===== src/hw/rtl/masked_four_vector_invariant_mass_top_assert.svh =====
// ----------------------------------------------------------------------------
// masked four-vector invariant mass: assertion macros
// clocked assertions with reset disable, empty under synthesis
// ----------------------------------------------------------------------------
`ifndef MASKED_FOUR_VECTOR_INVARIANT_MASS_TOP_ASSERT_SVH
`define MASKED_FOUR_VECTOR_INVARIANT_MASS_TOP_ASSERT_SVH
`ifndef SYNTHESIS
// property must hold at every clock edge out of reset
`define MVIM_ASSERT(lbl, clk, rstn, prop) \
  lbl: assert property (@(posedge clk) disable iff (!rstn) prop) \
    else $error("mvim assertion failed");
// condition must never be seen at a clock edge out of reset
`define MVIM_ASSERT_NEVER(lbl, clk, rstn, cond) \
  lbl: assert property (@(posedge clk) disable iff (!rstn) !(cond)) \
    else $error("mvim forbidden condition seen");
`else
`define MVIM_ASSERT(lbl, clk, rstn, prop)
`define MVIM_ASSERT_NEVER(lbl, clk, rstn, cond)
`endif
`endif


===== src/hw/rtl/mvim_pkg.sv =====
`timescale 1ns / 1ps
`default_nettype none
// ----------------------------------------------------------------------------
// mvim_pkg
// shared widths, request codes, state encoding and unit status type
// ----------------------------------------------------------------------------
package mvim_pkg;

  localparam int INDEX_BITS = 4;
  localparam int MASK_BITS  = 16;
  localparam int SUM_BITS   = 28;
  localparam int SQ_BITS    = 2 * SUM_BITS + 1;  // signed e^2 - p^2
  localparam int MAG_BITS   = 2 * SUM_BITS;      // magnitude of the above
  localparam int ROOT_BITS  = SUM_BITS;
  localparam int NUM_COMP   = 4;

  // component slots in the sum vector
  localparam int COMP_X = 0;
  localparam int COMP_Y = 1;
  localparam int COMP_Z = 2;
  localparam int COMP_E = 3;

  // request codes
  localparam logic REQ_LOAD  = 1'b0;
  localparam logic REQ_QUERY = 1'b1;

  typedef enum logic [4:0] {
    S_IDLE   = 5'b00001,
    S_SUM    = 5'b00010,
    S_SQUARE = 5'b00100,
    S_ROOT   = 5'b01000,
    S_OUT    = 5'b10000
  } state_e;

  typedef struct packed {
    logic busy;
    logic done;
  } unit_status_t;

endpackage

`default_nettype wire


===== src/hw/rtl/mvim_req_if.sv =====
`timescale 1ns / 1ps
`default_nettype none
// ----------------------------------------------------------------------------
// mvim_req_if
// request channel: load of one four-vector or query of a node mask
// ----------------------------------------------------------------------------
interface mvim_req_if import mvim_pkg::*; #(
  parameter int COMPONENT_BITS = 24
) ();

  logic                             valid;
  logic                             ready;
  logic                             req_type;
  logic        [INDEX_BITS-1:0]     node_index;
  logic signed [COMPONENT_BITS-1:0] mom_x;
  logic signed [COMPONENT_BITS-1:0] mom_y;
  logic signed [COMPONENT_BITS-1:0] mom_z;
  logic signed [COMPONENT_BITS-1:0] energy_in;
  logic        [MASK_BITS-1:0]      node_mask;

  modport source (
    output valid, req_type, node_index, mom_x, mom_y, mom_z, energy_in, node_mask,
    input  ready
  );

  modport sink (
    input  valid, req_type, node_index, mom_x, mom_y, mom_z, energy_in, node_mask,
    output ready
  );

endinterface

`default_nettype wire


===== src/hw/rtl/mvim_res_if.sv =====
`timescale 1ns / 1ps
`default_nettype none
// ----------------------------------------------------------------------------
// mvim_res_if
// result channel: summed four-vector and invariant mass
// ----------------------------------------------------------------------------
interface mvim_res_if import mvim_pkg::*; ();

  logic                       valid;
  logic                       ready;
  logic signed [SUM_BITS-1:0] sum_x;
  logic signed [SUM_BITS-1:0] sum_y;
  logic signed [SUM_BITS-1:0] sum_z;
  logic signed [SUM_BITS-1:0] sum_energy;
  logic        [ROOT_BITS-1:0] mass;

  modport source (
    output valid, sum_x, sum_y, sum_z, sum_energy, mass,
    input  ready
  );

  modport sink (
    input  valid, sum_x, sum_y, sum_z, sum_energy, mass,
    output ready
  );

endinterface

`default_nettype wire


===== src/hw/rtl/mvim_store.sv =====
`timescale 1ns / 1ps
`default_nettype none
// ----------------------------------------------------------------------------
// mvim_store
// four-vector table, one write port and one registered read port
// ----------------------------------------------------------------------------
module mvim_store import mvim_pkg::*; #(
  parameter int NODES = 16,
  parameter int WIDTH = 96,
  parameter int AW    = 4
) (
  input  logic             clk_i,
  input  logic             wr_en_i,
  input  logic [AW-1:0]    wr_addr_i,
  input  logic [WIDTH-1:0] wr_data_i,
  input  logic             rd_en_i,
  input  logic [AW-1:0]    rd_addr_i,
  output logic [WIDTH-1:0] rd_data_o
);

  logic [WIDTH-1:0] mem_q [NODES];
  logic [WIDTH-1:0] rd_data_q;

  always_ff @(posedge clk_i) begin
    if (wr_en_i) begin
      mem_q[wr_addr_i] <= wr_data_i;
    end
  end

  always_ff @(posedge clk_i) begin
    if (rd_en_i) begin
      rd_data_q <= mem_q[rd_addr_i];
    end
  end

  assign rd_data_o = rd_data_q;

endmodule

`default_nettype wire


===== src/hw/rtl/mvim_accum.sv =====
`timescale 1ns / 1ps
`default_nettype none
// ----------------------------------------------------------------------------
// mvim_accum
// walks the table one entry a cycle and sums the masked four-vectors
// ----------------------------------------------------------------------------
`include "masked_four_vector_invariant_mass_top_assert.svh"

module mvim_accum import mvim_pkg::*; #(
  parameter int NODES          = 16,
  parameter int COMPONENT_BITS = 24,
  parameter int AW             = 4
) (
  input  logic                                   clk_i,
  input  logic                                   rst_ni,
  input  logic                                   start_i,
  input  logic [MASK_BITS-1:0]                   node_mask_i,
  output logic                                   rd_en_o,
  output logic [AW-1:0]                          rd_addr_o,
  input  logic [NUM_COMP*COMPONENT_BITS-1:0]     rd_data_i,
  output logic [NUM_COMP-1:0][SUM_BITS-1:0]      sum_o,
  output unit_status_t                           status_o
);

  localparam int WALK = (NODES < MASK_BITS) ? NODES : MASK_BITS;
  localparam int CW   = $clog2(WALK + 1);

  logic                 walking_q;
  logic [CW-1:0]        cnt_q;
  logic [MASK_BITS-1:0] mask_q;
  logic                 pend_q;
  logic                 pend_inc_q;
  logic                 pend_last_q;
  logic                 done_q;
  logic                 last_issue;

  logic signed [COMPONENT_BITS-1:0]     comp [NUM_COMP];
  logic [NUM_COMP-1:0][SUM_BITS-1:0]    comp_w;
  logic [NUM_COMP-1:0][SUM_BITS-1:0]    sum_q;

  assign last_issue = walking_q && (cnt_q == CW'(WALK - 1));
  assign rd_en_o    = walking_q;
  assign rd_addr_o  = AW'(cnt_q);

  // sign-extend each component, then wrap to the sum width
  always_comb begin
    for (int k = 0; k < NUM_COMP; k++) begin
      comp[k]   = rd_data_i[k*COMPONENT_BITS +: COMPONENT_BITS];
      comp_w[k] = SUM_BITS'(32'(comp[k]));
    end
  end

  always_ff @(posedge clk_i or negedge rst_ni) begin
    if (!rst_ni) begin
      walking_q   <= 1'b0;
      cnt_q       <= '0;
      mask_q      <= '0;
      pend_q      <= 1'b0;
      pend_inc_q  <= 1'b0;
      pend_last_q <= 1'b0;
      done_q      <= 1'b0;
    end else begin
      done_q      <= pend_q && pend_last_q;
      pend_q      <= walking_q;
      pend_inc_q  <= mask_q[0];
      pend_last_q <= last_issue;
      if (start_i) begin
        walking_q <= 1'b1;
        cnt_q     <= '0;
        mask_q    <= node_mask_i;
      end else if (walking_q) begin
        cnt_q  <= cnt_q + CW'(1);
        mask_q <= mask_q >> 1;
        if (last_issue) begin
          walking_q <= 1'b0;
        end
      end
    end
  end

  always_ff @(posedge clk_i) begin
    if (start_i) begin
      sum_q <= '0;
    end else if (pend_q && pend_inc_q) begin
      for (int k = 0; k < NUM_COMP; k++) begin
        sum_q[k] <= sum_q[k] + comp_w[k];
      end
    end
  end

  assign sum_o         = sum_q;
  assign status_o.busy = walking_q || pend_q;
  assign status_o.done = done_q;

  `MVIM_ASSERT(a_start_while_free, clk_i, rst_ni, start_i |-> !walking_q && !pend_q)

endmodule

`default_nettype wire


===== src/hw/rtl/mvim_sqrt.sv =====
`timescale 1ns / 1ps
`default_nettype none
// ----------------------------------------------------------------------------
// mvim_sqrt
// bit-serial floor square root, one root bit a cycle
// ----------------------------------------------------------------------------
`include "masked_four_vector_invariant_mass_top_assert.svh"

module mvim_sqrt import mvim_pkg::*; (
  input  logic                 clk_i,
  input  logic                 rst_ni,
  input  logic                 start_i,
  input  logic [MAG_BITS-1:0]  radicand_i,
  output logic [ROOT_BITS-1:0] root_o,
  output unit_status_t         status_o
);

  localparam int CNT_BITS = $clog2(ROOT_BITS);
  localparam int REM_BITS = ROOT_BITS + 2;
  localparam int TRY_BITS = REM_BITS + 2;

  logic                 busy_q;
  logic                 done_q;
  logic [CNT_BITS-1:0]  cnt_q;
  logic [MAG_BITS-1:0]  rad_q;
  logic [REM_BITS-1:0]  rem_q;
  logic [ROOT_BITS-1:0] root_q;

  logic [TRY_BITS-1:0]  rem_t;
  logic [TRY_BITS-1:0]  trial;
  logic                 fits;

  assign rem_t = {rem_q, rad_q[MAG_BITS-1 -: 2]};
  assign trial = TRY_BITS'({root_q, 2'b01});
  assign fits  = rem_t >= trial;

  always_ff @(posedge clk_i or negedge rst_ni) begin
    if (!rst_ni) begin
      busy_q <= 1'b0;
      done_q <= 1'b0;
      cnt_q  <= '0;
    end else begin
      done_q <= 1'b0;
      if (start_i) begin
        busy_q <= 1'b1;
        cnt_q  <= CNT_BITS'(ROOT_BITS - 1);
      end else if (busy_q) begin
        cnt_q <= cnt_q - CNT_BITS'(1);
        if (cnt_q == '0) begin
          busy_q <= 1'b0;
          done_q <= 1'b1;
        end
      end
    end
  end

  always_ff @(posedge clk_i) begin
    if (start_i) begin
      rad_q  <= radicand_i;
      rem_q  <= '0;
      root_q <= '0;
    end else if (busy_q) begin
      rad_q <= rad_q << 2;
      if (fits) begin
        rem_q  <= REM_BITS'(rem_t - trial);
        root_q <= {root_q[ROOT_BITS-2:0], 1'b1};
      end else begin
        rem_q  <= REM_BITS'(rem_t);
        root_q <= {root_q[ROOT_BITS-2:0], 1'b0};
      end
    end
  end

  assign root_o        = root_q;
  assign status_o.busy = busy_q;
  assign status_o.done = done_q;

  `MVIM_ASSERT(a_done_ends_run, clk_i, rst_ni, done_q |-> $past(busy_q) && !busy_q)

endmodule

`default_nettype wire


===== src/hw/rtl/masked_four_vector_invariant_mass_top.sv =====
`timescale 1ns / 1ps
`default_nettype none
// ----------------------------------------------------------------------------
// masked_four_vector_invariant_mass_top
// invariant mass of the summed four-vectors picked out by a node mask
// ----------------------------------------------------------------------------
// A load transfer writes one (px, py, pz, E) entry of the table; it gives no
// result. A query transfer walks the first min(NODES, 16) entries of the
// table through the single read port of the table memory, one entry a cycle,
// adding those whose mask bit is set; then one shared 28x28 multiplier forms
// E^2, px^2, py^2 and pz^2, and a bit-serial unit takes the floor square root
// of |E^2 - p^2| at one bit a cycle, in 28 root steps. One item is in flight
// at a time; the result sits in an output register, so the next transfer is
// taken while it waits. Entries must be loaded before a query selects them;
// loads beyond the table and mask bits beyond it are ignored.
// ----------------------------------------------------------------------------
`include "masked_four_vector_invariant_mass_top_assert.svh"

module masked_four_vector_invariant_mass_top import mvim_pkg::*; #(
  parameter int NODES          = 16,
  parameter int COMPONENT_BITS = 24
) (
  input  logic       clk_i,
  input  logic       rst_ni,
  mvim_req_if.sink   req_i,
  mvim_res_if.source res_o
);

  localparam int AW        = (NODES > 1) ? $clog2(NODES) : 1;
  localparam int ROW_BITS  = NUM_COMP * COMPONENT_BITS;
  localparam int SQC_BITS  = 3;
  localparam int SQ_FINAL  = 5;  // four products accumulated, then the root unit starts

  state_e state_q;

  // request side
  logic                accept;
  logic                mem_we;
  logic [AW-1:0]       mem_waddr;
  logic [ROW_BITS-1:0] mem_wdata;
  logic                acc_start;

  // table read port, driven by the walker
  logic                mem_re;
  logic [AW-1:0]       mem_raddr;
  logic [ROW_BITS-1:0] mem_rdata;

  logic [NUM_COMP-1:0][SUM_BITS-1:0] sums;
  unit_status_t                      acc_status;

  // squaring stage
  logic [SQC_BITS-1:0]          sq_cnt_q;
  logic [1:0]                   sq_sel;
  logic signed [SUM_BITS-1:0]   sq_op;
  logic signed [MAG_BITS-1:0]   prod_q;
  logic signed [SQ_BITS-1:0]    prod_ext;
  logic signed [SQ_BITS-1:0]    acc_q;
  logic signed [SQ_BITS-1:0]    acc_abs;
  logic [MAG_BITS-1:0]          magnitude;

  // root unit
  logic                 sqrt_start;
  logic [ROOT_BITS-1:0] root;
  unit_status_t         sqrt_status;

  // output register
  logic                 res_valid_q;
  logic [SUM_BITS-1:0]  res_x_q;
  logic [SUM_BITS-1:0]  res_y_q;
  logic [SUM_BITS-1:0]  res_z_q;
  logic [SUM_BITS-1:0]  res_e_q;
  logic [ROOT_BITS-1:0] res_mass_q;
  logic                 res_load;

  // ---- request handling ----
  assign req_i.ready = (state_q == S_IDLE);
  assign accept      = req_i.valid && req_i.ready;

  // loads past the end of the table are dropped here
  assign mem_we    = accept && (req_i.req_type == REQ_LOAD)
                     && (32'(req_i.node_index) < NODES);
  assign mem_waddr = AW'(req_i.node_index);
  assign mem_wdata = {req_i.energy_in, req_i.mom_z, req_i.mom_y, req_i.mom_x};
  assign acc_start = accept && (req_i.req_type == REQ_QUERY);

  mvim_store #(
    .NODES (NODES),
    .WIDTH (ROW_BITS),
    .AW    (AW)
  ) u_store (
    .clk_i     (clk_i),
    .wr_en_i   (mem_we),
    .wr_addr_i (mem_waddr),
    .wr_data_i (mem_wdata),
    .rd_en_i   (mem_re),
    .rd_addr_i (mem_raddr),
    .rd_data_o (mem_rdata)
  );

  mvim_accum #(
    .NODES          (NODES),
    .COMPONENT_BITS (COMPONENT_BITS),
    .AW             (AW)
  ) u_accum (
    .clk_i       (clk_i),
    .rst_ni      (rst_ni),
    .start_i     (acc_start),
    .node_mask_i (req_i.node_mask),
    .rd_en_o     (mem_re),
    .rd_addr_o   (mem_raddr),
    .rd_data_i   (mem_rdata),
    .sum_o       (sums),
    .status_o    (acc_status)
  );

  // ---- squaring: energy first (added), then x, y, z (subtracted) ----
  assign sq_sel   = (sq_cnt_q == '0) ? 2'(COMP_E) : 2'(sq_cnt_q - SQC_BITS'(1));
  assign sq_op    = signed'(sums[sq_sel]);
  assign prod_ext = SQ_BITS'(prod_q);

  always_ff @(posedge clk_i) begin
    if (state_q == S_SQUARE) begin
      prod_q <= sq_op * sq_op;
      if (sq_cnt_q == SQC_BITS'(1)) begin
        acc_q <= acc_q + prod_ext;
      end else if (sq_cnt_q != '0 && sq_cnt_q != SQC_BITS'(SQ_FINAL)) begin
        acc_q <= acc_q - prod_ext;
      end
    end else begin
      acc_q <= '0;
    end
  end

  assign acc_abs    = acc_q[SQ_BITS-1] ? -acc_q : acc_q;
  assign magnitude  = acc_abs[MAG_BITS-1:0];
  assign sqrt_start = (state_q == S_SQUARE) && (sq_cnt_q == SQC_BITS'(SQ_FINAL));

  mvim_sqrt u_sqrt (
    .clk_i      (clk_i),
    .rst_ni     (rst_ni),
    .start_i    (sqrt_start),
    .radicand_i (magnitude),
    .root_o     (root),
    .status_o   (sqrt_status)
  );

  // ---- sequencer ----
  assign res_load = (state_q == S_OUT) && (!res_valid_q || res_o.ready);

  always_ff @(posedge clk_i or negedge rst_ni) begin
    if (!rst_ni) begin
      state_q  <= S_IDLE;
      sq_cnt_q <= '0;
    end else begin
      case (state_q)
        S_IDLE: begin
          if (acc_start) begin
            state_q <= S_SUM;
          end
        end
        S_SUM: begin
          if (acc_status.done) begin
            state_q  <= S_SQUARE;
            sq_cnt_q <= '0;
          end
        end
        S_SQUARE: begin
          sq_cnt_q <= sq_cnt_q + SQC_BITS'(1);
          if (sqrt_start) begin
            state_q <= S_ROOT;
          end
        end
        S_ROOT: begin
          if (sqrt_status.done) begin
            state_q <= S_OUT;
          end
        end
        S_OUT: begin
          if (res_load) begin
            state_q <= S_IDLE;
          end
        end
        default: begin
          state_q <= S_IDLE;
        end
      endcase
    end
  end

  // ---- output register ----
  always_ff @(posedge clk_i or negedge rst_ni) begin
    if (!rst_ni) begin
      res_valid_q <= 1'b0;
    end else if (res_load) begin
      res_valid_q <= 1'b1;
    end else if (res_o.ready) begin
      res_valid_q <= 1'b0;
    end
  end

  always_ff @(posedge clk_i) begin
    if (res_load) begin
      res_x_q    <= sums[COMP_X];
      res_y_q    <= sums[COMP_Y];
      res_z_q    <= sums[COMP_Z];
      res_e_q    <= sums[COMP_E];
      res_mass_q <= root;
    end
  end

  assign res_o.valid      = res_valid_q;
  assign res_o.sum_x      = signed'(res_x_q);
  assign res_o.sum_y      = signed'(res_y_q);
  assign res_o.sum_z      = signed'(res_z_q);
  assign res_o.sum_energy = signed'(res_e_q);
  assign res_o.mass       = res_mass_q;

  // table is only written between queries
  `MVIM_ASSERT_NEVER(a_write_outside_idle, clk_i, rst_ni, mem_we && (state_q != S_IDLE))
  // a new result only comes out of the output state
  `MVIM_ASSERT(a_result_from_out, clk_i, rst_ni, $rose(res_valid_q) |-> $past(state_q == S_OUT))
  // the root unit is never restarted mid-run
  `MVIM_ASSERT(a_root_start_free, clk_i, rst_ni, sqrt_start |-> !sqrt_status.busy && !acc_status.busy)

endmodule

`default_nettype wire


===== src/flat_wrapper.sv =====
// flat-port wrapper written by rule: the top's interface ports become plain ports
module masked_four_vector_invariant_mass_top_flat import mvim_pkg::*;
#(
  parameter int NODES          = 16,
  parameter int COMPONENT_BITS = 24
)
  (clk_i, rst_ni, req_i_valid, req_i_req_type, req_i_node_index, req_i_mom_x, req_i_mom_y, req_i_mom_z, req_i_energy_in, req_i_node_mask, req_i_ready, res_o_valid, res_o_sum_x, res_o_sum_y, res_o_sum_z, res_o_sum_energy, res_o_mass, res_o_ready);
  mvim_req_if #(.COMPONENT_BITS(COMPONENT_BITS)) req_i_i ();
  mvim_res_if res_o_i ();
  input  logic clk_i;
  input  logic rst_ni;
  input wire logic [$bits(req_i_i.valid)-1:0] req_i_valid;
  input wire logic [$bits(req_i_i.req_type)-1:0] req_i_req_type;
  input wire logic [$bits(req_i_i.node_index)-1:0] req_i_node_index;
  input wire logic [$bits(req_i_i.mom_x)-1:0] req_i_mom_x;
  input wire logic [$bits(req_i_i.mom_y)-1:0] req_i_mom_y;
  input wire logic [$bits(req_i_i.mom_z)-1:0] req_i_mom_z;
  input wire logic [$bits(req_i_i.energy_in)-1:0] req_i_energy_in;
  input wire logic [$bits(req_i_i.node_mask)-1:0] req_i_node_mask;
  output wire logic [$bits(req_i_i.ready)-1:0] req_i_ready;
  output wire logic [$bits(res_o_i.valid)-1:0] res_o_valid;
  output wire logic [$bits(res_o_i.sum_x)-1:0] res_o_sum_x;
  output wire logic [$bits(res_o_i.sum_y)-1:0] res_o_sum_y;
  output wire logic [$bits(res_o_i.sum_z)-1:0] res_o_sum_z;
  output wire logic [$bits(res_o_i.sum_energy)-1:0] res_o_sum_energy;
  output wire logic [$bits(res_o_i.mass)-1:0] res_o_mass;
  input wire logic [$bits(res_o_i.ready)-1:0] res_o_ready;
  assign req_i_i.valid = req_i_valid;
  assign req_i_i.req_type = req_i_req_type;
  assign req_i_i.node_index = req_i_node_index;
  assign req_i_i.mom_x = req_i_mom_x;
  assign req_i_i.mom_y = req_i_mom_y;
  assign req_i_i.mom_z = req_i_mom_z;
  assign req_i_i.energy_in = req_i_energy_in;
  assign req_i_i.node_mask = req_i_node_mask;
  assign req_i_ready = req_i_i.ready;
  assign res_o_valid = res_o_i.valid;
  assign res_o_sum_x = res_o_i.sum_x;
  assign res_o_sum_y = res_o_i.sum_y;
  assign res_o_sum_z = res_o_i.sum_z;
  assign res_o_sum_energy = res_o_i.sum_energy;
  assign res_o_mass = res_o_i.mass;
  assign res_o_i.ready = res_o_ready;
  masked_four_vector_invariant_mass_top #(.NODES(NODES), .COMPONENT_BITS(COMPONENT_BITS)) u_core (.clk_i(clk_i), .rst_ni(rst_ni), .req_i(req_i_i), .res_o(res_o_i));
endmodule

===== config.mk =====
export PLATFORM = sky130hd
export DESIGN_NAME = masked_four_vector_invariant_mass_top_flat
export DESIGN_NICKNAME = d
export VERILOG_FILES = /design/src/hw/rtl/mvim_pkg.sv /design/src/hw/rtl/mvim_req_if.sv /design/src/hw/rtl/mvim_res_if.sv /design/src/hw/rtl/mvim_store.sv /design/src/hw/rtl/mvim_accum.sv /design/src/hw/rtl/mvim_sqrt.sv /design/src/hw/rtl/masked_four_vector_invariant_mass_top.sv /design/src/flat_wrapper.sv
export VERILOG_INCLUDE_DIRS = /design/src /design/src/hw/rtl
export SDC_FILE = /design/constraint.sdc
export NUM_CORES = 2
export LEC_CHECK = 0
export ABC_AREA = 1
export BUFFER_PORTS_ARGS = -buffer_cell sky130_fd_sc_hd__buf_2
export CAP_MARGIN = 0
export CORE_MARGIN = 1.5
export CORE_UTILIZATION = 45
export DETAILED_ROUTE_END_ITERATION = 7
export PLACE_DENSITY = 0.73
export SKIP_CTS_REPAIR_TIMING = 1
export SLEW_MARGIN = 20
export SYNTH_ARGS = -nofsm -noshare
export SYNTH_HDL_FRONTEND = slang
export SYNTH_SLANG_ARGS = --single-unit

===== constraint.sdc =====
create_clock -name clk_i -period 8.9 [get_ports clk_i]
set_input_delay 0.445 -clock clk_i [delete_from_list [all_inputs] [get_ports clk_i]]
set_output_delay 0.445 -clock clk_i [all_outputs]
set_load 0.05 [all_outputs]

======== Word level (Yosys, flattened, before mapping) ========
Memories as Yosys holds them, arrays and structs flattened. A register that Yosys moved wholly into a read port is not among the register bits.
Cells that the tools add are included.
W data, S select, Z words.
operators by class
  add/subtract/negate cells ............... 12
  $mul .................................... 1
  eq/ne operators ......................... 14
  reductions and logical operators ........ 21
  magnitude comparators ................... 2
  mux-type cells .......................... 37
  bitwise logic cells ..................... 1
operators with widths
  kind                   number
  $mux W56               3
  $mux W57               2
  $add A28 B28 Y28       4
  $add A57 B56 Y57       1
  $sub A57 B56 Y57       1
  $bmux W28 S2           1
  $mul A28 B28 Y56       1
  $neg A56 Y56           1
  $mux W5                9
  $ge A32 B30 Y1         1
  $mux W16               2
  $mux W30               1
  $sub A30 B30 Y30       1
  $mux W28               1
  $pmux W5 S5            1
  $mux W1                14
  $eq A5 B4 Y1 const B   2
  $reduce_bool A2 Y1     5
  $logic_and A1 B1 Y1    9
  $ne A2 B2 Y1 const B   3
  $pmux W3 S2            1
  $add A5 B1 Y5 const B  1
  $eq A5 B1 Y1 const B   1
  $eq A5 B2 Y1 const B   1
  other kinds (20)       21
storage, ports and cells
  RAM bits ................................ 1536
  input bits .............................. 121
  word-level logic and storage cells ...... 116
  memories ................................ 1
  bits in registers ....................... 521
  output and inout port bits .............. 142
memory list
  name                  words  bits a word  read ports  clocked after Yosys merged registers in  wr ports  RTL line          text
  u_core.u_store.mem_q  16     96           1           1                                        1         mvim_store.sv:21  logic [WIDTH-1:0] mem_q [NODES];

======== Logic depth before layout (Yosys ltp) ========
  depth after elaboration ................. 5
  gate-level depth with buffers ........... 41

======== Hierarchy ========
A second synthesis with hierarchy kept.
second synthesis, totals
  cell total of the unflattened synthesis .. 14861
  area total of the unflattened synthesis .. 132449.5 um^2
modules (own cells, without submodules)
  module                                 instances  cells each  seq. area each (um^2)  area an instance (um^2)
  mvim_store                             1          6302        49007.0                68604.5
  masked_four_vector_invariant_mass_top  1          5198        7223.2                 43369.1
  mvim_accum                             1          2357        2892.8                 13321.5
  mvim_sqrt                              1          1004        3017.9                 7154.4

======== Worst setup path after synthesis ========
OpenSTA, ideal clock, no wires.
  path type ............................... register to register
  from .................................... reg u_core.sq_cnt_q[0]
  to ...................................... reg u_core.prod_q[55], data pin
  arrival ................................. 8.336 ns
  cell stages (with the launch flop) ...... 36
  required time ........................... 8.648 ns
  setup slack ............................. 0.312 ns
  path through ............................ dfrtp_1 > buf_2 > inv_2 > clkbuf_1 > ha_1 > nand2_2 > clkbuf_1 > o211ai_1 > nand2_1 > clkbuf_1 > nor2_1 > fa_1 > inv_1 > fa_1 > inv_1 > fa_1 > fa_1 > inv_1 > fa_1 > inv_1 > fa_1 > inv_1 > fa_1 > inv_1 > ha_1 > ha_1 > nand2_1 > nor2_1 > inv_1 > nor2_1 > nand2_1 > or2_2 > nand3_1 > inv_1 > nand2_1 > nand2_1
between the ends
  cells in the longest elaborated chain, start to end .. 5
  elaborated cells between the ends (all ways) .. 6
  classes of those cells .................. add/sub: 1; mul: 1; mux: 3; reduce/logical: 1
ends and longest elaborated chain
  what                                               RTL line                                      text
  from (decl)                                        masked_four_vector_invariant_mass_top.sv:52   logic [SQC_BITS-1:0] sq_cnt_q;
  from (signal assigned)                             masked_four_vector_invariant_mass_top.sv:168  sq_cnt_q <= sq_cnt_q + SQC_BITS'(1);
  $sub A2 B1 Y2 or $logic_not A3 Y1 (tied branches)  masked_four_vector_invariant_mass_top.sv:117  assign sq_sel = (sq_cnt_q == '0) ? 2'(COMP_E) : 2'(sq_cnt_q - SQC_BITS'(1));
  $mux W2 (*)                                        masked_four_vector_invariant_mass_top.sv:117
  $bmux W28 S2 (*)                                   masked_four_vector_invariant_mass_top.sv:118  assign sq_op = signed'(sums[sq_sel]);
  $mux W28 (implied by the code) (*)                 masked_four_vector_invariant_mass_top.sv:118
  $mul A28 B28 Y56 (*)                               masked_four_vector_invariant_mass_top.sv:123  prod_q <= sq_op * sq_op;
  to (signal assigned)                               masked_four_vector_invariant_mass_top.sv:123
  to (decl)                                          masked_four_vector_invariant_mass_top.sv:55   logic signed [MAG_BITS-1:0] prod_q;
Every way passes the cells marked *; elsewhere a longest branch is shown, timed or not. The select of a mux whose other input is x is not followed.
A chain may end at the register's enable or synchronous reset.

======== Final worst setup path ========
  from .................................... reg u_core.sq_cnt_q[0]
  to ...................................... reg u_core.prod_q[43], data pin
The elaborated chain is that of the path after synthesis.

==> flow_metrics.env <==
export IMPL_status="complete, no violations"
export IMPL_fin_skew_ns=0.0630
export IMPL_cts_max_path_buffers=4
export IMPL_cp_num_buf_inv=6
export IMPL_r2r_cells=29
export IMPL_yosys_area_share_adder_pct=16.4
export IMPL_wl_um=374000
export IMPL_clk_latency_ns=0.91
export IMPL_hpwl_um=256000
export IMPL_grt_pass1_vias=85800
export IMPL_root_buffer="clkbuf_16"
export IMPL_yosysWarningCount=0
export IMPL_h_tree_depth=4
export IMPL_cp_max_fo=17
export IMPL_top_level_ports=263
export IMPL_reg2reg_slack_ns=0.19
export IMPL_synth_compound_area_share_pct=9.76
export IMPL_finalMaxSlewViolations=0
export IMPL_drt_initial_drc_count=10700
export IMPL_grt_pass1_wl_um=547000
export IMPL_synth_edff_count=1883
export IMPL_worst_r2r_endpoint="u_core.prod_q[43]"
export IMPL_critPathMostFrequentCell="fa_1"
export IMPL_syn_nets=13000
export IMPL_period_needed_ns=8.71
export IMPL_antenna_found_initial=78
export IMPL_syn_inst=11700
export IMPL_drc=0
export IMPL_fillers=23900
export IMPL_cp_depth=29
export IMPL_coreArea_um2=273000
export IMPL_place_congestion=1.00
export IMPL_vias=89900
export IMPL_max_cap_violations=0
export IMPL_cp_startpoint="u_core.sq_cnt_q[0]"
export IMPL_cts_tree="built"
export IMPL_hp_class="in2async"
export IMPL_criticalPathCategory="reg2reg"
export IMPL_synth_xor_area_share_pct=1.78
export IMPL_initial_core_util_pct=45.2
export IMPL_finalHoldViolCount=0
export IMPL_cts_sinks=2152
export IMPL_cts_buffers=223
export IMPL_gr_total_overflow=0
export IMPL_die_width_um=527
export IMPL_clk_pin_slew_worst_paths_ns=0.06
export IMPL_synth_top_family_by_area="adder cells"
export IMPL_worst_slew_pin_slew_ns=1.15
export IMPL_io_buffers=262
export IMPL_relSlewSlack_pct=23.0
export IMPL_die_area_um2=277000
export IMPL_die_h_um=527
export IMPL_wire_per_inst_um=23.6
export IMPL_required_ns=9.52
export IMPL_slowest_stage="fa_1"
export IMPL_drtPass1Iterations=6
export IMPL_critPathCaptureType="register"
export IMPL_final_common_cell="edfxtp_1"
export IMPL_dpl_cell_area_um2=129000
export IMPL_async_flop_share_pct=1.95
export IMPL_drive_above_1_share_pct=7.50
export IMPL_synth_mux_area_share_pct=2.49
export IMPL_avgSynthCellArea_um2=10.5
export IMPL_finalSetupViolCount=0
export IMPL_critPathTopFamily="adder cells"
export IMPL_cp_endpoint="u_core.prod_q[43]"
export IMPL_rows=192
export IMPL_grt_start_max_net_pins=244
export IMPL_cp_start_kind="register"
export IMPL_rsz0062_at_grt="yes"
export IMPL_yosysUniqueCellTypes=60
export IMPL_synth_ff_type="edfxtp_1"
export IMPL_layout_nets=13400
export IMPL_final_seq_area_um2=62200
export IMPL_fin_crit_sh_pct=97.8
export IMPL_design_area_um2=138000
export IMPL_ant_nets=0
export IMPL_post_route_util_pct=50.4
export IMPL_area_growth_pct=11.6
export IMPL_instances_no_fill=15900
export IMPL_dpl_cell_count=15300
export IMPL_cp_slowest_stage_delay_ns=0.60
export IMPL_multi_input_area_um2=53200
export IMPL_cp_arrival_ns=9.32
export IMPL_synth_seq_cells=2152
export IMPL_fmax_ghz=0.115
export IMPL_via_per_inst=5.67
export IMPL_track_usage_pct=26.4
export IMPL_reg2reg_from="u_core.sq_cnt_q[0]"
export IMPL_ys_seq_area_share_pct=50.4
export IMPL_yosys_area_share_simple_pct=12.5
export IMPL_layout_common_cells="edfxtp_1, inv_1, nand2_1"
export IMPL_syn_cell_area_um2=123000
## registers in the layout, indices dropped and copies added (netlist names), 16 cells and up
| register | flops |
|---|---|
| u_core.u_accum.mask_q | 16 |
| u_core.u_sqrt.root_o | 28 |
| u_core.res_o.sum_energy | 28 |
| u_core.u_accum.sum_o | 112 |
| u_core.res_o.sum_y | 28 |
| u_core.res_o.sum_z | 28 |
| u_core.res_o.mass | 28 |
| u_core.u_store.rd_data_o | 96 |
| u_core.u_store.mem_q | 1536 |
| u_core.prod_q | 55 |
| u_core.u_sqrt.rad_q | 56 |
| u_core.acc_q | 57 |
| u_core.u_sqrt.rem_q | 30 |
| u_core.res_o.sum_x | 28 |
## synth_stat cells, types with 92 or more instances
master	number	share of area [%]
nor2_1	1496	4.6
xor2_1	167	1.2
fa_1	761	12
dfxtp_1	227	3.7
mux2i_1	307	2.5
o211ai_1	131	0.80
edfxtp_1	1883	46
nand2_1	1578	4.8
nand3_1	480	1.9
o21ai_0	750	3.0
nor3_1	92	0.37
inv_1	1632	5.0
buf_2	148	0.60
o221ai_1	312	2.2
clkbuf_1	285	0.87
ha_1	400	4.1
a21oi_1	385	1.6
## tightest hold or removal path, stage by stage
cell	delay [ns]
dlygate4sd3_1	0.51
buf_2	0.09
buf_4	0.54
## per-layer routing
| layer | wire [µm] | GRT usage (%) |
|---|---|---|
| met3 | 40700 | 6.59 |
| met5 | 376 | 0 |
| met2 | 165000 | 40.2 |
| met1 | 152000 | 36.2 |
| met4 | 15500 | 10.2 |
## how the worst min path moves through the flow
stage / to / slack (ns) / cells past startpoint / startpoint
after floorplan: u_core.res_o.valid / 0.15 / 0 / rst_ni
after detailed placement: u_core.u_accum.pend_inc_q / 0.37 / 0 / u_core.u_accum.mask_q[0]
after global placement: u_core.u_accum.pend_inc_q / 0.37 / 0 / u_core.u_accum.mask_q[0]
final: u_core.u_sqrt.cnt_q[1] / 0.21 / 3 / rst_ni
after CTS: u_core.u_accum.pend_last_q / -0.34 / 2 / rst_ni
after global routing: u_core.u_sqrt.cnt_q[1] / 0.25 / 3 / rst_ni
## layout make-up
class	count	share of cell area, %
Sequential cell	2152	45.2
Multi-Input combinational cell	7456	38.7
Inverter	1658	4.55
Clock buffer	268	4.25
Tap cell	3589	3.26
Timing Repair Buffer	581	3.19
Clock inverter	138	0.889
Antenna cell	19	0.0345
## cell families after synthesis
family	Yosys count
and+or+nand+nor	3803
DFF	2152
buffers and inverters	2127
AOI/OAI and AO/OA	1934
adders and majority gates	1161
muxes	307
xor gates and xnor gates	251
## through the flow
step           setup slack (ns)  setup TNS (ns)  hold WS [ns]
2_1_floorplan             0.312               0         0.149
3_3_place_gp            -0.0371         -0.0371         0.366
3_5_place_dp             -0.114          -0.196         0.371
4_1_cts                  -0.152          -0.350        -0.343
5_1_grt                 -0.0294         -0.0365         0.248
6_report                  0.193               0         0.210
Power is not shown: default switching activity piles up to over one toggle a cycle in this logic, so the estimate is an artifact.
